`src/rtl/udpck_pkg.sv`:
```
package udpck_pkg;

  // Largest packet the buffer takes, header included.
  localparam int unsigned MAX_PACKET_BYTES = 1500;
  localparam int unsigned HDR_BYTES        = 8;
  localparam int unsigned PROTO_UDP        = 17;

  localparam int unsigned BYTE_W   = 8;
  localparam int unsigned WORD_W   = 16;
  localparam int unsigned ADDR_W   = 32;
  localparam int unsigned SUM_W    = 32;
  localparam int unsigned COUNT_W  = 16;
  localparam int unsigned OFFSET_W = 11;
  // Offsets and lengths before saturation need one bit above the count.
  localparam int unsigned LEN_W    = COUNT_W + 1;
  // Six 16-bit header words plus the protocol number.
  localparam int unsigned HSUM_W   = WORD_W + 3;

  localparam logic [LEN_W-1:0] MAX_LEN  = LEN_W'(MAX_PACKET_BYTES);
  localparam logic [LEN_W-1:0] HDR_LEN  = LEN_W'(HDR_BYTES);
  localparam logic [HSUM_W-1:0] PROTO_W = HSUM_W'(PROTO_UDP);

  localparam int unsigned PADDR_W = 3;
  localparam int unsigned PDATA_W = 32;

  // Register index, taken from the word address bit of paddr.
  typedef enum logic [0:0] {
    REG_LOCAL_ADDRESS = 1'b0,
    REG_UNUSED        = 1'b1
  } reg_index_t;

endpackage

```
`src/rtl/udp_datagram_checksum_builder_top.sv`:
```
// A beat accepted at the input passes the input register, then the result register, to out_valid.
// Throughput: one beat per cycle while in_stall is low; an input register and a result register
//   part the two sides, so a new beat is taken while a finished result waits, and in_stall
//   rises only when both hold.
// The per-beat work is one add into the running sum plus, on the last beat, the final fold.
// Reset (rst, synchronous, active high) clears both valid flags, the datagram state and
//   local_address; payload registers are not reset.
module udp_datagram_checksum_builder_top (
  input  logic                              clk,
  input  logic                              rst,
  // Configuration port.
  input  logic                              psel,
  input  logic                              penable,
  input  logic                              pwrite,
  input  logic [udpck_pkg::PADDR_W-1:0]     paddr,
  input  logic [udpck_pkg::PDATA_W-1:0]     pwdata,
  output logic [udpck_pkg::PDATA_W-1:0]     prdata,
  output logic                              pready,
  // Input channel.
  input  logic                              in_valid,
  output logic                              in_stall,
  input  logic [udpck_pkg::BYTE_W-1:0]      payload_byte,
  input  logic                              byte_present,
  input  logic                              last_item,
  input  logic [udpck_pkg::ADDR_W-1:0]      dest_address,
  input  logic [udpck_pkg::WORD_W-1:0]      dest_port_in,
  input  logic [udpck_pkg::WORD_W-1:0]      source_port_in,
  // Output channel.
  output logic                              out_valid,
  input  logic                              out_stall,
  output logic [udpck_pkg::OFFSET_W-1:0]    write_offset,
  output logic [udpck_pkg::BYTE_W-1:0]      write_data,
  output logic                              write_valid,
  output logic                              datagram_done,
  output logic                              too_long,
  output logic [udpck_pkg::OFFSET_W-1:0]    udp_length,
  output logic [udpck_pkg::WORD_W-1:0]      checksum_value,
  output logic [udpck_pkg::WORD_W-1:0]      header_source_port,
  output logic [udpck_pkg::WORD_W-1:0]      header_dest_port
);

  // ---------------------------------------------------------------------------
  // Configuration register. Only one register exists; paddr bit 2 selects it,
  // the byte lane bits are ignored.
  // ---------------------------------------------------------------------------
  logic [udpck_pkg::ADDR_W-1:0] local_address;
  logic                         cfg_write;
  udpck_pkg::reg_index_t        cfg_index;

  assign pready    = 1'b1;
  assign cfg_write = psel && penable && pwrite && pready;
  assign cfg_index = udpck_pkg::reg_index_t'(paddr[2]);

  always_ff @(posedge clk) begin
    if (rst) begin
      local_address <= '0;
    end else if (cfg_write) begin
      unique case (cfg_index)
        udpck_pkg::REG_LOCAL_ADDRESS: local_address <= pwdata;
        default: local_address <= local_address;
      endcase
    end
  end

  always_comb begin
    unique case (cfg_index)
      udpck_pkg::REG_LOCAL_ADDRESS: prdata = local_address;
      default: prdata = '0;
    endcase
  end

  // ---------------------------------------------------------------------------
  // Input register. Besides the beat itself it holds the sum of the header
  // words that are known on arrival: both addresses, both ports and the
  // protocol number. It is only used if the beat opens a datagram, and it
  // keeps that wide add out of the accumulate path.
  // ---------------------------------------------------------------------------
  logic                            s1_valid;
  logic [udpck_pkg::BYTE_W-1:0]    s1_byte;
  logic                            s1_present;
  logic                            s1_last;
  logic [udpck_pkg::ADDR_W-1:0]    s1_dest_address;
  logic [udpck_pkg::WORD_W-1:0]    s1_dest_port;
  logic [udpck_pkg::WORD_W-1:0]    s1_source_port;
  logic [udpck_pkg::HSUM_W-1:0]    s1_hdr_sum;
  logic [udpck_pkg::HSUM_W-1:0]    hdr_sum_next;

  logic in_accept;
  logic s1_adv;

  // The input register moves on whenever the result register is free or
  // is being emptied in this cycle.
  assign s1_adv    = s1_valid && !(out_valid && out_stall);
  assign in_stall  = s1_valid && out_valid && out_stall;
  assign in_accept = in_valid && !in_stall;

  assign hdr_sum_next = udpck_pkg::HSUM_W'(local_address[31:16])
                      + udpck_pkg::HSUM_W'(local_address[15:0])
                      + udpck_pkg::HSUM_W'(dest_address[31:16])
                      + udpck_pkg::HSUM_W'(dest_address[15:0])
                      + udpck_pkg::HSUM_W'(source_port_in)
                      + udpck_pkg::HSUM_W'(dest_port_in)
                      + udpck_pkg::PROTO_W;

  always_ff @(posedge clk) begin
    if (rst) begin
      s1_valid <= 1'b0;
    end else if (in_accept) begin
      s1_valid <= 1'b1;
    end else if (s1_adv) begin
      s1_valid <= 1'b0;
    end
  end

  always_ff @(posedge clk) begin
    if (in_accept) begin
      s1_byte         <= payload_byte;
      s1_present      <= byte_present;
      s1_last         <= last_item;
      s1_dest_address <= dest_address;
      s1_dest_port    <= dest_port_in;
      s1_source_port  <= source_port_in;
      s1_hdr_sum      <= hdr_sum_next;
    end
  end

  // ---------------------------------------------------------------------------
  // Datagram state.
  // ---------------------------------------------------------------------------
  logic [udpck_pkg::SUM_W-1:0]     running_sum;
  logic [udpck_pkg::BYTE_W-1:0]    pending_high_byte;
  logic                            odd_byte_flag;
  logic [udpck_pkg::COUNT_W-1:0]   byte_count;
  logic                            in_datagram;
  logic [udpck_pkg::ADDR_W-1:0]    latched_dest_address;
  logic [udpck_pkg::WORD_W-1:0]    latched_dest_port;
  logic [udpck_pkg::WORD_W-1:0]    latched_source_port;
  logic                            overflow_flag;

  logic [udpck_pkg::SUM_W-1:0]     running_sum_next;
  logic [udpck_pkg::BYTE_W-1:0]    pending_high_byte_next;
  logic                            odd_byte_flag_next;
  logic [udpck_pkg::COUNT_W-1:0]   byte_count_next;
  logic [udpck_pkg::ADDR_W-1:0]    latched_dest_address_next;
  logic [udpck_pkg::WORD_W-1:0]    latched_dest_port_next;
  logic [udpck_pkg::WORD_W-1:0]    latched_source_port_next;
  logic                            overflow_flag_next;

  // Values as seen by this beat: a beat that opens a datagram starts from a
  // cleared state and from the header sum it brought along.
  logic                            start;
  logic [udpck_pkg::SUM_W-1:0]     base_sum;
  logic [udpck_pkg::BYTE_W-1:0]    base_pend;
  logic                            base_odd;
  logic [udpck_pkg::COUNT_W-1:0]   base_count;
  logic                            base_ovf;

  logic [udpck_pkg::LEN_W-1:0]     offset;
  logic                            byte_ok;
  logic [udpck_pkg::LEN_W-1:0]     len_full;
  logic [udpck_pkg::LEN_W-1:0]     len_sat;
  logic [udpck_pkg::SUM_W-1:0]     pad_word;
  logic [udpck_pkg::SUM_W-1:0]     total;
  logic [udpck_pkg::WORD_W:0]      fold1;
  logic [udpck_pkg::WORD_W:0]      fold2;
  logic [udpck_pkg::WORD_W-1:0]    csum;

  always_comb begin
    start      = !in_datagram;
    base_sum   = start ? udpck_pkg::SUM_W'(s1_hdr_sum) : running_sum;
    base_pend  = start ? '0 : pending_high_byte;
    base_odd   = start ? 1'b0 : odd_byte_flag;
    base_count = start ? '0 : byte_count;
    base_ovf   = start ? 1'b0 : overflow_flag;

    latched_dest_address_next = start ? s1_dest_address : latched_dest_address;
    latched_dest_port_next    = start ? s1_dest_port    : latched_dest_port;
    latched_source_port_next  = start ? s1_source_port  : latched_source_port;

    // A byte whose offset would reach the maximum is dropped, and so is
    // every byte after it in the same datagram.
    offset             = udpck_pkg::HDR_LEN + udpck_pkg::LEN_W'(base_count);
    byte_ok            = s1_present && !base_ovf && (offset < udpck_pkg::MAX_LEN);
    overflow_flag_next = base_ovf || (s1_present && !byte_ok);

    // Bytes pair up big-endian: the first of a pair waits as the high byte.
    running_sum_next       = base_sum;
    pending_high_byte_next = base_pend;
    odd_byte_flag_next     = base_odd;
    if (byte_ok) begin
      if (base_odd) begin
        running_sum_next = base_sum + udpck_pkg::SUM_W'({base_pend, s1_byte});
      end else begin
        pending_high_byte_next = s1_byte;
      end
      odd_byte_flag_next = !base_odd;
    end

    // The count keeps going past the maximum and saturates at all ones.
    byte_count_next = base_count;
    if (s1_present && (base_count != '1)) begin
      byte_count_next = base_count + 1'b1;
    end

    len_full = udpck_pkg::HDR_LEN + udpck_pkg::LEN_W'(byte_count_next);
    len_sat  = (len_full > udpck_pkg::MAX_LEN) ? udpck_pkg::MAX_LEN : len_full;

    // Final sum: payload words, an odd trailing byte padded with zero, and the
    // length twice (once in the pseudo-header, once in the UDP header).
    pad_word = odd_byte_flag_next
             ? udpck_pkg::SUM_W'({pending_high_byte_next, 8'h00}) : '0;
    total    = running_sum_next + pad_word
             + udpck_pkg::SUM_W'(len_sat) + udpck_pkg::SUM_W'(len_sat);

    // Two end-around folds bring any value of this range down to 16 bits.
    fold1 = (udpck_pkg::WORD_W + 1)'(total[15:0])
          + (udpck_pkg::WORD_W + 1)'(total[31:16]);
    fold2 = (udpck_pkg::WORD_W + 1)'(fold1[15:0])
          + (udpck_pkg::WORD_W + 1)'(fold1[16]);
    csum  = ~fold2[15:0];
    // A computed zero goes out as all ones, since zero means no checksum.
    if (csum == '0) begin
      csum = '1;
    end
  end

  always_ff @(posedge clk) begin
    if (rst) begin
      running_sum          <= '0;
      pending_high_byte    <= '0;
      odd_byte_flag        <= 1'b0;
      byte_count           <= '0;
      in_datagram          <= 1'b0;
      overflow_flag        <= 1'b0;
      latched_dest_address <= '0;
      latched_dest_port    <= '0;
      latched_source_port  <= '0;
    end else if (s1_adv) begin
      latched_dest_address <= latched_dest_address_next;
      latched_dest_port    <= latched_dest_port_next;
      latched_source_port  <= latched_source_port_next;
      if (s1_last) begin
        running_sum       <= '0;
        pending_high_byte <= '0;
        odd_byte_flag     <= 1'b0;
        byte_count        <= '0;
        in_datagram       <= 1'b0;
        overflow_flag     <= 1'b0;
      end else begin
        running_sum       <= running_sum_next;
        pending_high_byte <= pending_high_byte_next;
        odd_byte_flag     <= odd_byte_flag_next;
        byte_count        <= byte_count_next;
        in_datagram       <= 1'b1;
        overflow_flag     <= overflow_flag_next;
      end
    end
  end

  // ---------------------------------------------------------------------------
  // Result register. Fields that do not apply to a beat are sent as zero.
  // ---------------------------------------------------------------------------
  always_ff @(posedge clk) begin
    if (rst) begin
      out_valid <= 1'b0;
    end else if (s1_adv) begin
      out_valid <= 1'b1;
    end else if (!out_stall) begin
      out_valid <= 1'b0;
    end
  end

  always_ff @(posedge clk) begin
    if (s1_adv) begin
      write_offset       <= byte_ok ? offset[udpck_pkg::OFFSET_W-1:0] : '0;
      write_data         <= byte_ok ? s1_byte : '0;
      write_valid        <= byte_ok;
      datagram_done      <= s1_last;
      too_long           <= overflow_flag_next;
      udp_length         <= s1_last ? len_sat[udpck_pkg::OFFSET_W-1:0] : '0;
      checksum_value     <= (s1_last && !overflow_flag_next) ? csum : '0;
      header_source_port <= s1_last ? latched_source_port_next : '0;
      header_dest_port   <= s1_last ? latched_dest_port_next : '0;
    end
  end

`ifndef NO_ASSERTIONS
  // A stored byte always lands between the header and the packet limit.
  assert property (@(posedge clk) disable iff (rst)
    (out_valid && write_valid) |->
      ((udpck_pkg::LEN_W'(write_offset) >= udpck_pkg::HDR_LEN) &&
       (udpck_pkg::LEN_W'(write_offset) < udpck_pkg::MAX_LEN)))
    else $error("byte write outside the packet payload area");

  // A good datagram never reports the reserved zero checksum.
  assert property (@(posedge clk) disable iff (rst)
    (out_valid && datagram_done && !too_long) |-> (checksum_value != '0))
    else $error("zero checksum reported for a complete datagram");

  // Closing a datagram leaves a clean state for the next one.
  assert property (@(posedge clk) disable iff (rst)
    (s1_adv && s1_last) |=>
      (!in_datagram && (running_sum == '0) && (byte_count == '0) && !overflow_flag))
    else $error("datagram state not cleared after the last beat");

  // An overflow marks the datagram as too long on every later result.
  assert property (@(posedge clk) disable iff (rst)
    (s1_adv && in_datagram && overflow_flag) |=> too_long)
    else $error("overflow flag lost within a datagram");
`endif

endmodule
```
`config.mk`:
```
export PLATFORM = sky130hd
export DESIGN_NAME = udp_datagram_checksum_builder_top
export DESIGN_NICKNAME = d
export VERILOG_FILES = /design/src/rtl/udpck_pkg.sv /design/src/rtl/udp_datagram_checksum_builder_top.sv
export SDC_FILE = /design/constraint.sdc
export NUM_CORES = 1
export LEC_CHECK = 0
export BUFFER_PORTS_ARGS = -buffer_cell sky130_fd_sc_hd__buf_2
export CAP_MARGIN = 40
export CORE_ASPECT_RATIO = 1.4
export CORE_MARGIN = 1
export CORE_UTILIZATION = 45
export CTS_BUF_LIST = sky130_fd_sc_hd__clkbuf_16
export DETAILED_ROUTE_END_ITERATION = 10
export SLEW_MARGIN = 5
export SYNTH_ARGS = -nofsm -noshare
export SYNTH_HDL_FRONTEND = slang
export SYNTH_SLANG_ARGS = --single-unit
```
`constraint.sdc`:
```
create_clock -name clk -period 17.3 [get_ports clk]
set_clock_uncertainty 0.1 [all_clocks]
set_input_delay 5.19 -clock clk [delete_from_list [all_inputs] [get_ports clk]]
set_output_delay 5.19 -clock clk [all_outputs]
set_load 0.01 [all_outputs]
```
# Word level (Yosys, flattened, before mapping)
# Cells that the tools add are included.
[word_totals] register_bits=267 in_bits=116 output_inout_bits=116 wordCells=96
[op_classes] addsub=15 order_cmp=2 n_eq_ne=2 n_mux=27 n_bitwise=2 reduce_logical=22
[ops] op="$mux W32" count=5
[ops] op="$mux W16" count=7
[ops] op="$add A32 B16 Y32" count=2
[ops] op="$add A32 B17 Y32" count=2
[ops] op="$add A19 B16 Y19" count=2
[ops] op="$add A16 B16 Y17" count=2
[ops] op="$add A4 B16 Y17 const A" count=2
[ops] op="$mux W8" count=4
[ops] op="$add A18 B16 Y19" count=1
[ops] op="$add A19 B5 Y19 const B" count=1
[ops] op="$add A17 B16 Y18" count=1
[ops] op="$gt A17 B11 Y1 const B" count=1
[ops] op="$lt A17 B11 Y1 const B" count=1
[ops] op="$mux W17" count=1
[ops] op="$add A16 B1 Y16" count=1
[ops] op="$add A16 B1 Y16 const B" count=1
[ops] op="$logic_not A16 Y1" count=1
[ops] op="$ne A16 B16 Y1 const B" count=1
[ops] op="$not A16 Y16" count=1
[ops] op="$logic_and A1 B1 Y1" count=12
[ops] op="$mux W1" count=10
[ops] op="$logic_not A1 Y1" count=6
[ops] op="$ne A2 B1 Y1 const B" count=1
[ops] op="$reduce_and A2 Y1" count=1
[ops] op="3 further kinds" count=3

# Longest topological paths before layout
# Gate-level depths: netlist of the first run.
[depth] depth_word=14 ltp_mapped=55

# Least setup slack after synthesis of the first run
# OpenSTA, ideal clock, no wires.
[synth_timing] path_type="input to output" from="in paddr[2] (netlist bit)" to="out prdata[10] (netlist bit)" t_arrival_ps=5574 setup_slack_ps=6436 cell_stages=2 path_buffers=1 path_cell_list="clkbuf_1 nor2b_1"
[synth_via] elab_chain_len=1
[synth_rtl] item="from (decl)" line_no="udp_datagram_checksum_builder_top.sv:15" source="input logic [udpck_pkg::PADDR_W-1:0] paddr,"
[synth_rtl] item="$mux W32" line_no="udp_datagram_checksum_builder_top.sv:66" source="unique case (cfg_index)"
[synth_rtl] item="to (decl)" line_no="udp_datagram_checksum_builder_top.sv:17" source="output logic [udpck_pkg::PDATA_W-1:0] prdata,"
# Every way passes these cells.

# Worst setup path in the final report of the first run
[layout_timing] from="reg in_datagram" to="reg checksum_value[8] (netlist bit) (data pin)"
[layout_via] elab_chain_len=14
[layout_rtl] item="from (decl)" line_no="udp_datagram_checksum_builder_top.sv:134" source="logic in_datagram;"
[layout_rtl] item="from (signal assigned)" line_no="udp_datagram_checksum_builder_top.sv:233" source="in_datagram <= 1'b0;"
[layout_rtl] item="from (signal assigned)" line_no="udp_datagram_checksum_builder_top.sv:247" source="in_datagram <= 1'b0;"
[layout_rtl] item="from (signal assigned)" line_no="udp_datagram_checksum_builder_top.sv:254" source="in_datagram <= 1'b1;"
[layout_rtl] item="$mux W16 (*)" line_no="udp_datagram_checksum_builder_top.sv:173" source="base_count = start ? '0 : byte_count;"
[layout_rtl] item="named net base_count (one bit)" line_no="udp_datagram_checksum_builder_top.sv:155" source="logic [udpck_pkg::COUNT_W-1:0] base_count;"
[layout_rtl] item="branches (longest 2 deep; another with $add A16 B1 Y16)"
[layout_rtl] item="$mux W16 (*)" line_no="udp_datagram_checksum_builder_top.sv:201" source="if (s1_present && (base_count != '1)) begin"
[layout_rtl] item="$add A4 B16 Y17 (*)" line_no="udp_datagram_checksum_builder_top.sv:205" source="len_full = udpck_pkg::HDR_LEN + udpck_pkg::LEN_W'(byte_count_next);"
[layout_rtl] item="$gt A17 B11 Y1" line_no="udp_datagram_checksum_builder_top.sv:206" source="len_sat = (len_full > udpck_pkg::MAX_LEN) ? udpck_pkg::MAX_LEN : len_full;"
[layout_rtl] item="$mux W17 (*)" line_no="udp_datagram_checksum_builder_top.sv:206"
[layout_rtl] item="named net len_sat (one bit)" line_no="udp_datagram_checksum_builder_top.sv:161" source="logic [udpck_pkg::LEN_W-1:0] len_sat;"
[layout_rtl] item="$add A32 B17 Y32" line_no="udp_datagram_checksum_builder_top.sv:213" source="+ udpck_pkg::SUM_W'(len_sat) + udpck_pkg::SUM_W'(len_sat);"
[layout_rtl] item="$add A32 B17 Y32 (*)" line_no="udp_datagram_checksum_builder_top.sv:213"
[layout_rtl] item="$add A16 B16 Y17 (*)" line_no="udp_datagram_checksum_builder_top.sv:217" source="+ (udpck_pkg::WORD_W + 1)'(total[31:16]);"
[layout_rtl] item="$add A16 B1 Y16 (*)" line_no="udp_datagram_checksum_builder_top.sv:219" source="+ (udpck_pkg::WORD_W + 1)'(fold1[16]);"
[layout_rtl] item="$not A16 Y16 (*)" line_no="udp_datagram_checksum_builder_top.sv:220" source="csum = ~fold2[15:0];"
[layout_rtl] item="$logic_not A16 Y1" line_no="udp_datagram_checksum_builder_top.sv:222" source="if (csum == '0) begin"
[layout_rtl] item="$mux W16 (*)" line_no="udp_datagram_checksum_builder_top.sv:222"
[layout_rtl] item="to (signal assigned)" line_no="udp_datagram_checksum_builder_top.sv:281" source="checksum_value <= (s1_last && !overflow_flag_next) ? csum : '0;"
[layout_rtl] item="to (decl)" line_no="udp_datagram_checksum_builder_top.sv:37" source="output logic [udpck_pkg::WORD_W-1:0] checksum_value,"
# Mark *: on every way through the listed nets, which the timed path passes.
# A chain may end at the register's enable or synchronous reset.

==> summary.txt, run 1 <==
Status
  – Run status: finished clean

Worst setup path
  – Worst Setup Path Type: reg2reg
  – CP Launch Type: flip-flop
  – CP most frequent cell: ha_1
  – Slowest stage delay, CP: 0.53 ns
  – Crit Path Max Fanout: 23
  – CP arrival: 12.33 ns
  – Critical path required time: 17.61 ns
  – Type of destination of the critical path: flip-flop
  – Slowest CP cell: nor4_1

Placement
  – Placed Area: 0.0190 mm2
  – Number of placed instances with taps included: 2,449
  – Post-place setup slack: between 5 and 6 ns
  – Gpl congestion: about 0.9
  – HPWL after DPL: 35.8 mm
  – Port bufs: 228

Timing
  – Slew headroom: 39.0%
  – Final worst slack: approximately 5.3 ns
  – Slew Viols, Final: 0
  – RSZ-0062 raised after global routing: no
  – Total Neg Setup Slack: 0 ns
  – Final Hold Vio Count: 0
  – Final Setup Violations: 0
  – Worst Tran Pin Value: 0.903 ns
  – Fmax: 83.2 MHz
  – Final min period: 12.02 ns
  – Period utilization: 69.5%

Yosys
  – Ys Warns: 0
  – Synthesized area: 0.0174 mm2
  – Synth Instances: 1,813
  – Mean post-synth cell area: 9.60 um2
  – Most common cell in the netlist: nand2_1
  – Asr flop ratio synth: 0%
  – Sequential share of the synthesized area: 38.9%
  – Top cells by count, synth: nand2_1, nor2_1, edfxtp_1, a21oi_1, dfxtp_1
  – Number of synthesized flops with an enable pin: 142
  – Area leader, netlist: edfxtp_1
  – Post-synth top area share: 24.5%
  – Synth unique cells: between 80 and 90
  – Flops & latches, synth: roughly 270
  – Top post-synthesis cells by area: edfxtp_1, dfxtp_1, fa_1, ha_1, nand2_1
  – Ys flop type: edfxtp_1

CTS
  – Clk slew on worst S/H paths: 0.06 ns
  – Clock Latency Late Sink: 0.59 ns
  – H-tree lvl count: 1
  – Total setup buffers inserted after CTS: 0
  – Hold_buf cts: 0
  – CTS Buffer Depth: 3
  – Clk sinks: between 200 and 300
  – Root Driver: clkbuf_16
  – CTS tree: done
  – Post_cts resized: 0
  – CTS Buf Count: 29

Routing
  – Via/cell ratio: roughly 5.6
  – Post-route ant nets: 0
  – Via count: 13.9k
  – Post-DR wirelength/cell: ~19 um
  – DRC Markers: 0
  – Drt total wl: 47.2 mm
  – First DRT Iteration DRCs: 798
  – TritonRoute pass-1 iters: 6

Floorplanning
  – Die height: roughly 230 um
  – IO Count: 232
  – Width of the chip: 168 um
  – Die area: 0.0395 mm2
  – Row cnt: 84
  – Core area: 0.0378 mm2
  – Initial Utilization: 46.0%

Pwr
  – Peak VDD IR: between 0.1 and 0.15 mV
  – PD cells: 125 mW/mm2
  – Leakage: 7.97 nW

GRT
  – Wire length of the first global-routing pass: 74.5 mm
  – Grt total ovfl: 0
  – Vias in the first global route: 13.8k
  – Initial antenna violation count: 0
  – GRT Resource Usage Total: 23.9%
  – Largest net degree at the start of global routing: 62

Final layout
  – Ratio of cells with drive above 1 in the final layout: 17.0%
  – Final Core Density: 52.5%
  – Non-Filler Instances: 2,503
  – ANT cells: 0
  – Post-route cell area: 0.0199 mm2
  – Final nets: 2,295
  – Area grow syn2layout: 14.2%

Job
  – Max cap viols: 0

Min path
  – Min-Delay Path Class: reg2reg
## critical path: cells and delay by family, from the launching register on
family | cells | cell delay [ns]
AOI/OAI and AO/OA | 16 | 4.10
xor gates and xnor gates | 2 | 0.32
adders and majority gates | 8 | 2.22
buffers and inverters | 2 | 0.16
DFF | 1 | 0.50
and+or+nand+nor | 18 | 4.44
## power by group
group	switching, mW	internal, mW	leakage, nW
clock network	0.262	0.335	0.460
logic	0.646	0.480	5.13
registers	0.0212	0.746	2.37
total	0.928	1.56	7.97
## per-stage QoR
step / total power, mW / hold WS (ns)
after floorplan: 1.64 / 0.336
after global placement: 1.87 / 0.342
after detailed placement: 1.90 / 0.347
after CTS: 2.51 / 0.356
after global routing: 2.67 / 0.378
final: 2.49 / 0.355
## registers in the layout (all words and copies together) (netlist names), 11 cells and up
name and flops:
header_dest_port 16, running_sum 32, local_address 32, latched_dest_port 16
checksum_value 16, udp_length 11, byte_count 16, s1_source_port 16
latched_source_port 16, s1_dest_port 16, s1_hdr_sum 19, header_source_port 16
write_offset 11
## layer usage
| metal | track usage, % | up-vias | wire, um |
|---|---|---|---|
| met4 | 7.88 | 0 | 1420 |
| met2 | 45.7 | 387 | 25300 |
| met1 | 27.2 | 6652 | 18500 |
| li1 | - | 6821 | - |
| met3 | 2.68 | 76 | 1990 |
| met5 | 0 | - | 0 |
## cells in the final DEF, fill, tap and decap left out, types with 30 or more instances in the layout
cell type	count
buf_2	227
mux2i_1	38
dfxtp_1	124
inv_1	76
nand3_1	32
nor2b_1	46
nand2_1	223
o21ai_0	58
edfxtp_1	142
a22oi_1	47
xnor2_1	83
a21oi_1	131
xor2_1	30
ha_1	99
nor2_1	185
fa_1	73
## area by class of cell
cell class,instances,area [um2]
fillers,3543,18000
inverters,70,265
clock inverters,25,185
repair buffers,243,1290
multi-input cells,1396,10000
well taps,473,592
flip-flops and latches,267,6770
clock buffers,29,726
## final timing paths
| kind | start | endpoint | slack [ns] | cells past startpoint |
|---|---|---|---|---|
| worst max-delay path | in_datagram | checksum_value[8] | 5.28 | 46 |
| worst min-delay path | local_address[1] | local_address[1] | 0.36 | 2 |
| worst max register to register | in_datagram | checksum_value[8] | 5.28 | 46 |
| worst min register to register | local_address[1] | local_address[1] | 0.36 | 2 |
## cells by family after synthesis
| logic type | synth area share [%] |
|---|---|
| and+or+nand+nor | 18.7 |
| AOI/OAI and AO/OA | 14.2 |
| DFF | 38.9 |
| adders and majority gates | 15.5 |
| buffers and inverters | 3.54 |
| xor gates and xnor gates | 5.69 |
| muxes | 3.42 |
| other | 0.0432 |
Note: power is estimated with default switching activity, not from simulation.
==> inputs of run 2 (changes only) <==
--- a/config.mk
+++ b/config.mk
@@ -5,6 +5,7 @@
 export SDC_FILE = /design/constraint.sdc
 export NUM_CORES = 1
 export LEC_CHECK = 0
+export ABC_AREA = 1
 export BUFFER_PORTS_ARGS = -buffer_cell sky130_fd_sc_hd__buf_2
 export CAP_MARGIN = 40
 export CORE_ASPECT_RATIO = 1.4
@@ -12,6 +13,7 @@
 export CORE_UTILIZATION = 45
 export CTS_BUF_LIST = sky130_fd_sc_hd__clkbuf_16
 export DETAILED_ROUTE_END_ITERATION = 10
+export PLACE_DENSITY = 0.67
 export SLEW_MARGIN = 5
 export SYNTH_ARGS = -nofsm -noshare
 export SYNTH_HDL_FRONTEND = slang
==> constraint.sdc (replaced) <==
create_clock -name clk -period 10.3 [get_ports clk]
set_clock_uncertainty 0.1 [all_clocks]
set_input_delay 3.09 -clock clk [delete_from_list [all_inputs] [get_ports clk]]
set_output_delay 3.09 -clock clk [all_outputs]
set_load 0.01 [all_outputs]
==> run 2 against run 1 <==
Effect of this change:
- non-clock buffer count up 108
- die area is 10% higher
- first-iteration DRC count rose by 20%
==> summary.txt, run 2 <==
CTS
  – CTS Buf Count: 28 (was 29)
  – H-tree lvl count: 1 (unchanged)
  – Root Driver: clkbuf_16 (unchanged)
  – Hold_buf cts: 0 (unchanged)
  – Clock Latency Late Sink: 0.60 ns (was 0.59 ns)
  – Clk sinks: 267 (unchanged)
  – CTS Buffer Depth: 3 (unchanged)
  – CTS tree: done (unchanged)
  – Clk slew on worst S/H paths: 0.07 ns (was 0.06 ns)

Status
  – Run status: finished clean (unchanged)

Worst setup path
  – Reg2Reg Setup Slack: 0.80 ns (was 5.28 ns)
  – CP Launch Type: flip-flop (unchanged)
  – Type of destination of the critical path: flip-flop (unchanged)
  – Crit Path Max Fanout: 21 (was 23)
  – Critical path required time: 10.49 ns (was 17.61 ns)
  – Setup crit end: checksum_value[11] (was checksum_value[8])
  – Worst r2r path cells: 54 (was 46)
  – CP arrival: 9.69 ns (was 12.33 ns)
  – CP most frequent cell: nand2_1 (was ha_1)
  – Slowest CP cell: fa_1 (was nor4_1)
  – Worst Setup Path Type: reg2reg (unchanged)
  – Reg2reg end: checksum_value[11] (was checksum_value[8])
  – Worst setup startpoint: in_datagram (unchanged)
  – Crit Reg-Reg Startpoint: in_datagram (unchanged)
  – Slowest stage delay, CP: 0.52 ns (was 0.53 ns)

Routing
  – Post-DR wirelength/cell: 16.8 um (was 18.9 um)
  – Post-route ant nets: 0 (unchanged)
  – DRC Markers: 0 (unchanged)
  – TritonRoute pass-1 iters: 5 (was 6)
  – First DRT Iteration DRCs: 956 (was 798)
  – Drt total wl: 57.3 mm (was 47.2 mm)
  – Via count: 17.6k (was 13.9k)
  – Via/cell ratio: 5.15 (was 5.57)

Floorplanning
  – Initial Utilization: 45.5% (was 46.0%)
  – Die height: 246 um (was 235 um)
  – Core area: 0.0421 mm2 (was 0.0378 mm2)
  – IO Count: 232 (unchanged)
  – Width of the chip: 176 um (was 168 um)
  – Die area: 0.0434 mm2 (was 0.0395 mm2)
  – Row cnt: 89 (was 84)

Yosys
  – Post-synth top area share: 22.3% (was 24.5%)
  – Synthesized area: 0.0192 mm2 (was 0.0174 mm2)
  – Most common cell in the netlist: nand2_1 (unchanged)
  – Area leader, netlist: edfxtp_1 (unchanged)
  – Ys flop type: edfxtp_1 (unchanged)
  – Mean post-synth cell area: 7.58 um2 (was 9.60 um2)
  – Top cells by count, synth: nand2_1, inv_1, nor2_1, a21oi_1, edfxtp_1 (was nand2_1, nor2_1, edfxtp_1, a21oi_1, dfxtp_1)
  – Ys Warns: 0 (unchanged)
  – Xor/xnor share of the synthesized area: 2.97% (was 5.69%)
  – Flops & latches, synth: 267 (unchanged)
  – Asr flop ratio synth: 0% (unchanged)
  – Synth Instances: 2,529 (was 1,813)
  – Synth unique cells: 55 (was 83)
  – Number of synthesized flops with an enable pin: 142 (unchanged)
  – Top post-synthesis cells by area: edfxtp_1, nand2_1, dfxtp_1, fa_1, ha_1 (was edfxtp_1, dfxtp_1, fa_1, ha_1, nand2_1)
  – Mux cell area share after synthesis: 1.67% (was 3.42%)
  – Synth Area in Compound Gates: 9.93% (was 14.2%)
  – Main combinational cell family by area after synthesis: simple AND/OR/NAND/NOR gates (unchanged)
  – Adder-cell share of the synthesized area: 14.1% (was 15.5%)
  – Simple-gate share of the synthesized area: 28.1% (was 18.7%)
  – Sequential share of the synthesized area: 35.3% (was 38.9%)

GRT
  – GRT Resource Usage Total: 26.3% (was 23.9%)
  – Initial antenna violation count: 1 (was 0)
  – Largest net degree at the start of global routing: 86 (was 62)
  – Vias in the first global route: 17.3k (was 13.8k)
  – Wire length of the first global-routing pass: 89.8 mm (was 74.5 mm)
  – Grt total ovfl: 0 (unchanged)

Timing
  – Slew Viols, Final: 0 (unchanged)
  – RSZ-0062 raised after global routing: no (unchanged)
  – Final Hold Vio Count: 0 (unchanged)
  – Final worst slack: 0.797 ns (was 5.28 ns)
  – Slew headroom: 40.2% (was 39.0%)
  – Fmax: 105 MHz (was 83.2 MHz)
  – Worst Tran Pin Value: 0.898 ns (was 0.903 ns)
  – Total Neg Setup Slack: 0 ns (unchanged)
  – Final Setup Violations: 0 (unchanged)
  – Period utilization: 92.3% (was 69.5%)
  – Final min period: 9.50 ns (was 12.02 ns)
  – Fin Hold WS: 0.368 ns (was 0.355 ns)

Placement
  – Gpl congestion: 0.981 (was 0.922)
  – HPWL after DPL: 45.4 mm (was 35.8 mm)
  – Port bufs: 228 (unchanged)
  – Post-place setup slack: 0.396 ns (was 5.28 ns)

Pwr
  – Leakage: 10.8 nW (was 7.97 nW)
  – Peak VDD IR: 0.145 mV (was 0.110 mV)
  – Power, Total: 5.88 mW (was 2.49 mW)
  – PD cells: 261 mW/mm2 (was 125 mW/mm2)

Job
  – Max cap viols: 0 (unchanged)

Final layout
  – Filler cell count: 4,113 (was 3,543)
  – Top flop regs: local_address x32, running_sum x32, s1_hdr_sum x19 (unchanged)
  – Final Core Density: 53.6% (was 52.5%)
  – Ratio of cells with drive above 1 in the final layout: 16.4% (was 17.0%)
  – Area grow syn2layout: 17.8% (was 14.2%)
  – Commonest non-fill, non-tap cell in the layout: nand2_1 (was buf_2)
  – Most frequent cells in the layout: nand2_1, inv_1, nor2_1 (was buf_2, nand2_1, nor2_1)
  – Final nets: 3,124 (was 2,295)

Min path
  – Min-Delay Path Class: reg2reg (unchanged)
  – WHS Path Cells: 2 (unchanged)
  – Hold path start: pending_high_byte[1] (was local_address[1])
==> run 2: cell types whose count changed after synthesis, moves of 21 or more <==
cell / delta
nor2_1: +81
nand4_1: +29
inv_1: +219
nor3_1: -21
a22oi_1: -42
xnor2_1: -63
nand3_1: +94
a21oi_1: +61
nand2_1: +524
nor2b_1: -47
==> run 2: critical path: cells and delay by family (launching register included) <==
kind            cells  cell delay (ns)
buf+inv             8             1.00
simple gates       28             3.92
fa+ha+maj           6             1.92
compound gates     11             1.61
flops               1             0.44
xor+xnor            1             0.15
==> run 2: report_power, final <==
group / internal, mW / total, mW / switching (mW) / leakage, nW
Clock: 0.576 / 1.03 / 0.451 / 0.472
Combinational: 1.42 / 3.54 / 2.12 / 7.95
Sequential: 1.28 / 1.32 / 0.0372 / 2.39
Total: 3.28 / 5.88 / 2.61 / 10.8
==> run 2: how the worst min path moves through the flow <==
stage / end / slack [ns]
after floorplan: odd_byte_flag / 0.35
after global placement: running_sum[8] / 0.35
after CTS: pending_high_byte[1] / 0.37
after detailed placement: pending_high_byte[1] / 0.36
final: pending_high_byte[1] / 0.37
after global routing: running_sum[24] / 0.38
==> run 2: layout make-up <==
type / instances / area (um2) / area share (%)
inverters: 296 / 1110 / 4.92
diodes: 1 / 2.50 / 0.0111
repair buffers: 351 / 2130 / 9.46
multi-input cells: 1892 / 10900 / 48.5
flip-flops and latches: 267 / 6770 / 30.0
well taps: 546 / 683 / 3.03
clock buffers: 28 / 701 / 3.10
clock inverters: 24 / 230 / 1.02
==> run 2: what timing repair did <==
action / CTS / global route
gates resized for setup: 0 / 11
buffers inserted: 0 / 15
endpoints found under the hold margin: 0 / 0
endpoints found under the setup margin: 0 / 16
==> run 2: metal layers <==
layer | wire length [um] | vias up | track usage, %
met5 | 0 | - | 0
li1 | - | 8828 | -
met1 | 21600 | 8083 | 28.0
met3 | 2570 | 125 | 3.26
met4 | 2520 | 0 | 11.0
met2 | 30600 | 515 | 51.3
==> run 2: kinds of logic (layout without fill, tap and decap cells) <==
| family | after synthesis | count (layout) |
|---|---|---|
| AND/OR/NAND/NOR | 1272 | 1272 |
| buffers and inverters | 375 | 699 |
| AO/OA/AOI/OAI | 344 | 344 |
| flip-flops | 267 | 267 |
| adder cells (fa/ha/maj) | 172 | 172 |
| XOR/XNOR | 65 | 65 |
| multiplexers | 32 | 32 |
| other | 2 | 8 |
==> run 2: per-stage QoR <==
stage | instances | instance area (um2)
2_1_floorplan | 2534 | 19200
3_3_place_gp | 3335 | 21400
3_5_place_dp | 3336 | 21500
4_1_cts | 3388 | 22400
5_1_grt | 3404 | 22600
6_report | 3405 | 22600
